File: src/design/mpvm_pkg.sv
// Shared constants and codes for the motor position/velocity model
package mpvm_pkg;

  localparam int OPCODE_W = 2;
  localparam int WORD_W   = 16;
  localparam int CFG_IDX_W = 2;
  localparam int ACC_W    = 34;

  // command opcodes
  localparam logic [OPCODE_W-1:0] OP_VELOCITY  = 2'd0;
  localparam logic [OPCODE_W-1:0] OP_POSITION  = 2'd1;
  localparam logic [OPCODE_W-1:0] OP_TICK      = 2'd2;
  localparam logic [OPCODE_W-1:0] OP_TELEMETRY = 2'd3;

  // configuration register indexes
  localparam logic [CFG_IDX_W-1:0] CFG_POSITION_MODE = 2'd0;
  localparam logic [CFG_IDX_W-1:0] CFG_STEP_GAIN     = 2'd1;
  localparam logic [CFG_IDX_W-1:0] CFG_WRAP_MINIMUM  = 2'd2;

  // register reset values
  localparam logic [WORD_W-1:0] STEP_GAIN_RESET = 16'd8236;

  // fixed point constants
  localparam logic signed [WORD_W-1:0] QUARTER_SCALE = 16'sd8191;
  localparam logic signed [ACC_W-1:0]  FULL_SCALE_Q  = 34'sh0_7FFF_0000;
  localparam logic signed [ACC_W-1:0]  ACC_MAX       = 34'sh1_FFFF_FFFF;
  localparam logic signed [ACC_W-1:0]  ACC_MIN       = 34'sh2_0000_0000;

  // direction codes (two's complement)
  localparam logic signed [1:0] DIR_STOPPED  = 2'sb00;
  localparam logic signed [1:0] DIR_FORWARD  = 2'sb01;
  localparam logic signed [1:0] DIR_BACKWARD = 2'sb11;

endpackage

File: src/design/mpvm_in_if.sv
// Command input channel: valid/ready with opcode and value
interface mpvm_in_if;
  import mpvm_pkg::*;

  logic                     valid;
  logic                     ready;
  logic [OPCODE_W-1:0]      opcode;
  logic signed [WORD_W-1:0] command_value;

  modport source (output valid, output opcode, output command_value, input ready);
  modport sink (input valid, input opcode, input command_value, output ready);
endinterface

File: src/design/mpvm_out_if.sv
// Telemetry output channel: valid/ready with position and velocity words
interface mpvm_out_if;
  import mpvm_pkg::*;

  logic                     valid;
  logic                     ready;
  logic signed [WORD_W-1:0] position_word;
  logic signed [WORD_W-1:0] velocity_word;

  modport source (output valid, output position_word, output velocity_word, input ready);
  modport sink (input valid, input position_word, input velocity_word, output ready);
endinterface

File: src/design/mpvm_cfg_if.sv
// Configuration write channel: valid/ready with register index and data
interface mpvm_cfg_if;
  import mpvm_pkg::*;

  logic                 valid;
  logic                 ready;
  logic [CFG_IDX_W-1:0] index;
  logic [WORD_W-1:0]    data;

  modport source (output valid, output index, output data, input ready);
  modport sink (input valid, input index, input data, output ready);
endinterface

File: src/design/motor_position_velocity_model_top.sv
// Top level of the motor position/velocity model
//
// Channels: in_item carries decoded commands (opcode, command_value), out_item
// returns telemetry items (position_word, velocity_word), cfg writes the
// position_mode, step_gain and wrap_minimum registers (always ready).
// Velocity, position and tick commands update the internal state and give no
// item back; a telemetry request gives exactly one output item.
// Order: an accepted item is registered in the input stage and processed from
// there; a telemetry item then passes into the output register, which drives out_item.
// Throughput: one item per cycle unless a telemetry item waits for the output
// register; the single tick multiply-add, its saturation and the snap or wrap
// compare sit between the input stage and the state and result registers.
// Stall: the output register holds its item while out_item.ready is low; a
// telemetry item waiting in the input stage holds in_item.ready low until the
// output register frees; other commands keep flowing.
// Reset (synchronous, active high): position, velocity, target and direction
// go to zero, registers to their reset values, both stages empty.
module motor_position_velocity_model_top (
  input logic         clk,
  input logic         rst,
  mpvm_in_if.sink     in_item,
  mpvm_out_if.source  out_item,
  mpvm_cfg_if.sink    cfg
);
  import mpvm_pkg::*;

  // configuration registers
  logic                     position_mode;
  logic [WORD_W-1:0]        step_gain;
  logic signed [WORD_W-1:0] wrap_minimum;

  // model state
  logic signed [ACC_W-1:0]  position_acc;
  logic signed [WORD_W-1:0] velocity_reg;
  logic signed [WORD_W-1:0] target_reg;
  logic signed [1:0]        direction_reg;

  logic signed [ACC_W-1:0]  position_acc_next;
  logic signed [WORD_W-1:0] velocity_reg_next;
  logic signed [WORD_W-1:0] target_reg_next;
  logic signed [1:0]        direction_reg_next;

  // input stage
  logic                     s1_valid;
  logic [OPCODE_W-1:0]      s1_opcode;
  logic signed [WORD_W-1:0] s1_value;

  // output register
  logic                     out_valid;
  logic signed [WORD_W-1:0] out_position;
  logic signed [WORD_W-1:0] out_velocity;

  // handshake
  logic s1_is_tel;
  logic out_free;
  logic s1_go;
  logic in_fire;

  // datapath
  logic signed [32:0]       tick_product;
  logic signed [ACC_W+1:0]  tick_sum;
  logic signed [ACC_W-1:0]  tick_acc;
  logic signed [ACC_W-1:0]  target_q;
  logic signed [ACC_W-1:0]  cmd_q;
  logic signed [ACC_W-1:0]  min_q;
  logic signed [ACC_W+1:0]  wrap_hi_sum;
  logic signed [ACC_W+1:0]  wrap_lo_sum;
  logic                     snap;
  logic signed [17:0]       tel_quot;
  logic signed [WORD_W-1:0] tel_position;

  // saturate a widened accumulator value to the accumulator range
  function automatic logic signed [ACC_W-1:0] sat_acc(input logic signed [ACC_W+1:0] v);
    logic signed [ACC_W-1:0] r;
    if ((v[ACC_W+1:ACC_W-1] == 3'b000) || (v[ACC_W+1:ACC_W-1] == 3'b111)) begin
      r = v[ACC_W-1:0];
    end else if (v[ACC_W+1]) begin
      r = ACC_MIN;
    end else begin
      r = ACC_MAX;
    end
    return r;
  endfunction

  // handshake control
  assign s1_is_tel = (s1_opcode == OP_TELEMETRY);
  assign out_free  = !out_valid || out_item.ready;
  assign s1_go     = s1_valid && (!s1_is_tel || out_free);
  assign in_item.ready = !s1_valid || s1_go;
  assign in_fire   = in_item.valid && in_item.ready;
  assign cfg.ready = 1'b1;

  assign out_item.valid         = out_valid;
  assign out_item.position_word = out_position;
  assign out_item.velocity_word = out_velocity;

  // tick: multiply-add with saturation
  assign tick_product = velocity_reg * $signed({1'b0, step_gain});
  assign tick_sum     = {{2{position_acc[ACC_W-1]}}, position_acc}
                      + {{3{tick_product[32]}}, tick_product};
  assign tick_acc     = sat_acc(tick_sum);

  // scaled target, command and wrap minimum
  assign target_q = {{2{target_reg[WORD_W-1]}}, target_reg, 16'h0000};
  assign cmd_q    = {{2{s1_value[WORD_W-1]}}, s1_value, 16'h0000};
  assign min_q    = {{2{wrap_minimum[WORD_W-1]}}, wrap_minimum, 16'h0000};

  // overshoot snap and wrap candidates
  assign snap = ((direction_reg == DIR_FORWARD) && (tick_acc > target_q))
             || (direction_reg[1] && (tick_acc < target_q));
  assign wrap_hi_sum = {{2{tick_acc[ACC_W-1]}}, tick_acc}
                     - {{2{FULL_SCALE_Q[ACC_W-1]}}, FULL_SCALE_Q}
                     + {{2{min_q[ACC_W-1]}}, min_q};
  assign wrap_lo_sum = {{2{tick_acc[ACC_W-1]}}, tick_acc}
                     + {{2{FULL_SCALE_Q[ACC_W-1]}}, FULL_SCALE_Q}
                     - {{2{min_q[ACC_W-1]}}, min_q};

  // telemetry: divide by 2^16 toward zero, saturate to 16 bits
  assign tel_quot = position_acc[ACC_W-1:16]
                  + {17'd0, (position_acc[ACC_W-1] && (|position_acc[15:0]))};
  assign tel_position = ((tel_quot[17:15] == 3'b000) || (tel_quot[17:15] == 3'b111))
                      ? tel_quot[WORD_W-1:0]
                      : (tel_quot[17] ? 16'sh8000 : 16'sh7FFF);

  // next state for the item in the input stage
  always_comb begin
    position_acc_next  = position_acc;
    velocity_reg_next  = velocity_reg;
    target_reg_next    = target_reg;
    direction_reg_next = direction_reg;
    if (s1_go) begin
      unique case (s1_opcode)
        OP_VELOCITY: begin
          velocity_reg_next  = s1_value;
          direction_reg_next = DIR_FORWARD;
        end
        OP_POSITION: begin
          if (position_mode) begin
            target_reg_next = s1_value;
            if (position_acc <= cmd_q) begin
              direction_reg_next = DIR_FORWARD;
              velocity_reg_next  = QUARTER_SCALE;
            end else begin
              direction_reg_next = DIR_BACKWARD;
              velocity_reg_next  = -QUARTER_SCALE;
            end
          end
        end
        OP_TICK: begin
          position_acc_next = tick_acc;
          if (position_mode) begin
            if (snap) begin
              position_acc_next  = target_q;
              velocity_reg_next  = '0;
              direction_reg_next = DIR_STOPPED;
            end
          end else if (tick_acc > FULL_SCALE_Q) begin
            position_acc_next = sat_acc(wrap_hi_sum);
          end else if (tick_acc[ACC_W-1]) begin
            position_acc_next = sat_acc(wrap_lo_sum);
          end
        end
        OP_TELEMETRY: begin
        end
      endcase
    end
  end

  // control and state registers
  always_ff @(posedge clk) begin
    if (rst) begin
      s1_valid      <= 1'b0;
      out_valid     <= 1'b0;
      position_mode <= 1'b0;
      step_gain     <= STEP_GAIN_RESET;
      wrap_minimum  <= '0;
      position_acc  <= '0;
      velocity_reg  <= '0;
      target_reg    <= '0;
      direction_reg <= DIR_STOPPED;
    end else begin
      if (in_item.ready) begin
        s1_valid <= in_item.valid;
      end
      if (s1_go && s1_is_tel) begin
        out_valid <= 1'b1;
      end else if (out_item.ready) begin
        out_valid <= 1'b0;
      end
      if (cfg.valid) begin
        unique case (cfg.index)
          CFG_POSITION_MODE: position_mode <= cfg.data[0];
          CFG_STEP_GAIN:     step_gain     <= cfg.data;
          CFG_WRAP_MINIMUM:  wrap_minimum  <= cfg.data;
          default: begin
          end
        endcase
      end
      position_acc  <= position_acc_next;
      velocity_reg  <= velocity_reg_next;
      target_reg    <= target_reg_next;
      direction_reg <= direction_reg_next;
    end
  end

  // payload registers
  always_ff @(posedge clk) begin
    if (in_fire) begin
      s1_opcode <= in_item.opcode;
      s1_value  <= in_item.command_value;
    end
    if (s1_go && s1_is_tel) begin
      out_position <= tel_position;
      out_velocity <= velocity_reg;
    end
  end

  // a stopped motor has zero velocity
  assert property (@(posedge clk) disable iff (rst)
    (direction_reg == DIR_STOPPED) |-> (velocity_reg == '0))
    else $error("stopped direction with nonzero velocity");

  // a telemetry item leaving the input stage lands in the output register
  assert property (@(posedge clk) disable iff (rst)
    (s1_go && s1_is_tel) |=> out_valid)
    else $error("telemetry item lost");

  // a held input stage keeps its item
  assert property (@(posedge clk) disable iff (rst)
    (s1_valid && !s1_go) |=> (s1_valid && $stable(s1_opcode) && $stable(s1_value)))
    else $error("stalled input stage item changed");

  // the direction code never takes the unused pattern
  assert property (@(posedge clk) disable iff (rst)
    direction_reg != 2'sb10)
    else $error("invalid direction code");

endmodule

File: src/flat_wrapper.sv
// flat-port wrapper written by rule: the top's interface ports become plain ports
module motor_position_velocity_model_top_flat import mpvm_pkg::*;
  (clk, rst, in_item_valid, in_item_opcode, in_item_command_value, in_item_ready, out_item_valid, out_item_position_word, out_item_velocity_word, out_item_ready, cfg_valid, cfg_index, cfg_data, cfg_ready);
  mpvm_in_if in_item_i ();
  mpvm_out_if out_item_i ();
  mpvm_cfg_if cfg_i ();
  input logic clk;
  input logic rst;
  input wire logic [$bits(in_item_i.valid)-1:0] in_item_valid;
  input wire logic [$bits(in_item_i.opcode)-1:0] in_item_opcode;
  input wire logic [$bits(in_item_i.command_value)-1:0] in_item_command_value;
  output wire logic [$bits(in_item_i.ready)-1:0] in_item_ready;
  output wire logic [$bits(out_item_i.valid)-1:0] out_item_valid;
  output wire logic [$bits(out_item_i.position_word)-1:0] out_item_position_word;
  output wire logic [$bits(out_item_i.velocity_word)-1:0] out_item_velocity_word;
  input wire logic [$bits(out_item_i.ready)-1:0] out_item_ready;
  input wire logic [$bits(cfg_i.valid)-1:0] cfg_valid;
  input wire logic [$bits(cfg_i.index)-1:0] cfg_index;
  input wire logic [$bits(cfg_i.data)-1:0] cfg_data;
  output wire logic [$bits(cfg_i.ready)-1:0] cfg_ready;
  assign in_item_i.valid = in_item_valid;
  assign in_item_i.opcode = in_item_opcode;
  assign in_item_i.command_value = in_item_command_value;
  assign in_item_ready = in_item_i.ready;
  assign out_item_valid = out_item_i.valid;
  assign out_item_position_word = out_item_i.position_word;
  assign out_item_velocity_word = out_item_i.velocity_word;
  assign out_item_i.ready = out_item_ready;
  assign cfg_i.valid = cfg_valid;
  assign cfg_i.index = cfg_index;
  assign cfg_i.data = cfg_data;
  assign cfg_ready = cfg_i.ready;
  motor_position_velocity_model_top u_core (.clk(clk), .rst(rst), .in_item(in_item_i), .out_item(out_item_i), .cfg(cfg_i));
endmodule
File: config.mk
export PLATFORM = sky130hd
export DESIGN_NAME = motor_position_velocity_model_top_flat
export DESIGN_NICKNAME = d
export VERILOG_FILES = /design/src/design/mpvm_pkg.sv /design/src/design/mpvm_in_if.sv /design/src/design/mpvm_out_if.sv /design/src/design/mpvm_cfg_if.sv /design/src/design/motor_position_velocity_model_top.sv /design/src/flat_wrapper.sv
export SDC_FILE = /design/constraint.sdc
export NUM_CORES = 1
export LEC_CHECK = 0
export ABC_AREA = 1
export BUFFER_PORTS_ARGS = -buffer_cell sky130_fd_sc_hd__buf_2
export CORE_MARGIN = 8
export CORE_UTILIZATION = 50
export CTS_BUF_LIST = sky130_fd_sc_hd__clkbuf_8
export CTS_CLUSTER_SIZE = 40
export DETAILED_ROUTE_END_ITERATION = 10
export PLACE_DENSITY = 0.73
export SLEW_MARGIN = 5
export SYNTH_ARGS = -nofsm -noshare
export SYNTH_HDL_FRONTEND = slang
export SYNTH_SLANG_ARGS = --single-unit
File: constraint.sdc
create_clock -name clk -period 11.7 [get_ports clk]
set_input_delay 1.17 -clock clk [delete_from_list [all_inputs] [get_ports clk]]
set_output_delay 1.17 -clock clk [all_outputs]
set_load 0.1 [all_outputs]
==> flow_summary_export.csv <==
group,metric,value,unit
critical_path,cp_common_cell,"nand2_1",
synth,synth-seq-cells,153,
clock_network,cts_tree,"done",
global_routing,grt_pass1_vias,19300,
route,dr.first_iter.drc_count,1757,
floorplan,io_pins,76,
synth,ys.flop_type,"dfxtp_1",
layout,fin_nets,3635,
clock_network,numCtsBuffers,17,
timing,skew,0.0265,ns
power,internal_power,1.17,mW
critical_path,cp-start-kind,"flop",
layout,largest_register_ffs,34,
clock_network,htree_levels,4,
timing,slew_violations,0,
timing,clock.fmax,93.0,MHz
synth,seq_area_frac_synth,16.0,%
floorplan,rows,77,
clock_network,clock-sinks,153,
power,p_switching,1.18,mW
power,power.total,2.35,mW
synth,ys_warn_count,0,
critical_path,crit_family,"simple AND/OR/NAND/NOR gates",
critical_path,crit_type,"flop to flop",
global_routing,gr-total-overflow,0,
synth,syn_area,22200,sq um
timing,finalSetupViolCount,0,
worst_hold_path,worst_hold_path_type,"flop to flop",
route,first_pass_iters,6,
critical_path,worstPathMaxFanout,37,
critical_path,slowest_stage,"dfxtp_1",
clock_network,cts_root_buffer,"clkbuf_8",
synth,post_synth.cell_area_avg,7.00,sq um
route,wl,65200,microns
power,pwr-share-clk,17.7,%
timing,rsz0062_at_grt,"false",
route,vias_per_cell,5.29,
timing,final.min_clock_period,10.75,ns
timing,hold_ws,0.501,ns
critical_path,cp_num_buf_inv,7,
layout,diodes,0,
timing,relSlewSlack,36.0,%
layout,syn_to_final_growth,4.82,%
clock_network,clk_pin_slew,0.11,ns
floorplan,core,44000,sq um
power,pwr-share-comb,56.3,%
power,p_per_area,101,nW/um^2
power,ir_worst_vdd,185,uV
power,switching_share,50.4,%
layout,largest_register,"u_core.position_acc",
floorplan,die-area,51400,sq um
global_routing,grt_max_degree,66,
flow_run,timing.max_cap.violations,0,
layout,fillers,4370,
outcome,outcome,"complete, no violations",
synth,async_flop_share,0,%
critical_path,cp.required,12.13,ns
route,wl_per_cell,17.3,microns
timing,fin_tns_setup,0,ns
route,vias,19900,
global_routing,grt_first_pass_wirelength,105000,microns
route,drt.antenna.violating_nets,0,
clock_network,clk_latency,0.50,ns
critical_path,r2r_setup_slack,0.95,ns
global_routing,grt_use_total,25.9,%
layout,drive_gt1_share,6.40,%
timing,period_share,91.9,%
clock_network,post_cts.repair.setup_buffers,0,
power,power.leakage,13.2,nW
critical_path,end_kind,"flop",
floorplan,start_util,50.5,%
layout,postLayoutCoreUtil,52.9,%
placed_design,portBuffers,74,
critical_path,slowest_delay,0.92,ns
synth,synth_cells,3175,
floorplan,die_x,227,microns
placed_design,gp_congestion,1.01,
floorplan,die_h,227,microns
power,power_frac_seq,25.9,%
critical_path,arrival,11.19,ns
route,drc,0,
synth,ys_types,55,
synth,synth_edf_count,50,
synth,syn_nets,3649,
timing,hold_viol,0,
global_routing,antenna_found_initial,0,
placed_design,dp_hpwl,52900,microns
timing,tightest_slew,0.958,ns
clock_network,clockBufferDepth,2,
[routing by layer]
metal	routed length (microns)	vias to the layer above	track usage (%)	part of all wire [%]
li1	-	9652	-	-
met1	27900	9437	34.3	43
met2	30700	697	43.1	47
met3	4260	128	3.26	6.5
met4	2300	0	9.46	3.5
met5	0	-	0	0
[cell usage in the layout, fill, tap and decap left out, types with 4 or more instances in the layout]
cell / instances
a211oi_1: 4
a21o_1: 6
a21oi_1: 153
a21oi_2: 4
a31oi_1: 5
and2_1: 5
buf_2: 74
buf_4: 30
clkbuf_8: 17
dfxtp_1: 102
edfxtp_1: 50
fa_1: 230
ha_1: 203
inv_1: 674
inv_2: 9
inv_6: 5
nand2_1: 803
nand2_2: 24
nand2_4: 6
nand3_1: 145
nand3b_1: 5
nand4_1: 32
nor2_1: 210
nor2_4: 4
nor3_1: 26
nor4_1: 6
o21ai_0: 171
o21ai_1: 17
o21bai_1: 9
o31ai_1: 4
or2_2: 6
xnor2_1: 26
xor2_1: 69
[cell families (layout without fill, tap and decap cells)]
| kind of cell | Yosys count | after routing | synth area share [%] |
|---|---|---|---|
| AO/OA/AOI/OAI | 382 | 382 | 9.13 |
| other | 1 | 1 | 0.0169 |
| flip-flops | 153 | 153 | 16.0 |
| buffers and inverters | 821 | 820 | 14.4 |
| adder cells (fa/ha/maj) | 433 | 433 | 32.1 |
| AND/OR/NAND/NOR | 1290 | 1290 | 24.5 |
| XOR/XNOR | 95 | 95 | 3.74 |
[worst paths after layout]
kind	from	end	cells past startpoint
max	u_core.velocity_reg[1]	u_core.position_acc[19]	48
min	u_core.direction_reg[1]	u_core.direction_reg[1]	2
max reg2reg	u_core.velocity_reg[1]	u_core.position_acc[19]	48
min reg2reg	u_core.direction_reg[1]	u_core.direction_reg[1]	2
[worst min-delay path, cell delays in order (launching register included)]
cell	delay, ns
dfxtp_1	0.34
nand2_1	0.07
a21oi_1	0.05
[per-stage QoR]
stage / setup WS (ns) / cells / cell area, sq um
global route: 0.0907 / 3766 / 23300
detailed placement: 1.01 / 3734 / 22900
CTS: 0.937 / 3766 / 23300
global placement: 1.20 / 3734 / 22900
finish: 0.947 / 3766 / 23300
floorplan: 2.37 / 3175 / 22200
[timing repair]
| action | in CTS | in global routing |
|---|---|---|
| hold endpoints to repair | 0 | 0 |
| resized for setup | 0 | 2 |
| hold buffers | 0 | 0 |
| endpoints found under the setup margin | 0 | 16 |
[synth_stat cells (8+ instances only)]
master | count | share of area [%]
xnor2_1 | 26 | 1.0
o21ai_1 | 17 | 0.38
inv_2 | 8 | 0.14
xor2_1 | 69 | 2.7
clkbuf_1 | 106 | 1.8
a21oi_1 | 153 | 3.4
o21ai_0 | 171 | 3.9
nor2_1 | 210 | 3.5
nand2_1 | 803 | 14
edfxtp_1 | 50 | 6.8
buf_2 | 11 | 0.25
inv_1 | 674 | 11
nand2_2 | 25 | 0.70
fa_1 | 230 | 21
dfxtp_1 | 103 | 9.3
ha_1 | 203 | 11
nand3_1 | 145 | 3.3
nor3_1 | 26 | 0.59
buf_6 | 12 | 0.61
nand4_1 | 32 | 0.90
o21bai_1 | 9 | 0.30
[power by group through the flow]
stage,sequential [mW],clock (mW),combinational (mW)
global route,0.612,0.441,1.48
finish,0.610,0.417,1.32
CTS,0.609,0.421,1.30
detailed placement,0.621,0,1.29
floorplan,0.601,0,0.982
global placement,0.621,0,1.29
[final cells by class]
| type | count | area, sq um | area share (%) |
|---|---|---|---|
| Multi-Input combinational cell | 2201 | 15500 | 66.3 |
| Inverter | 684 | 2570 | 11.0 |
| Sequential cell | 153 | 3560 | 15.3 |
| Clock inverter | 15 | 136 | 0.585 |
| Clock buffer | 17 | 234 | 1.00 |
| Timing Repair Buffer | 104 | 596 | 2.56 |
| Tap cell | 592 | 741 | 3.18 |
Power figures use the tool's default switching activity.
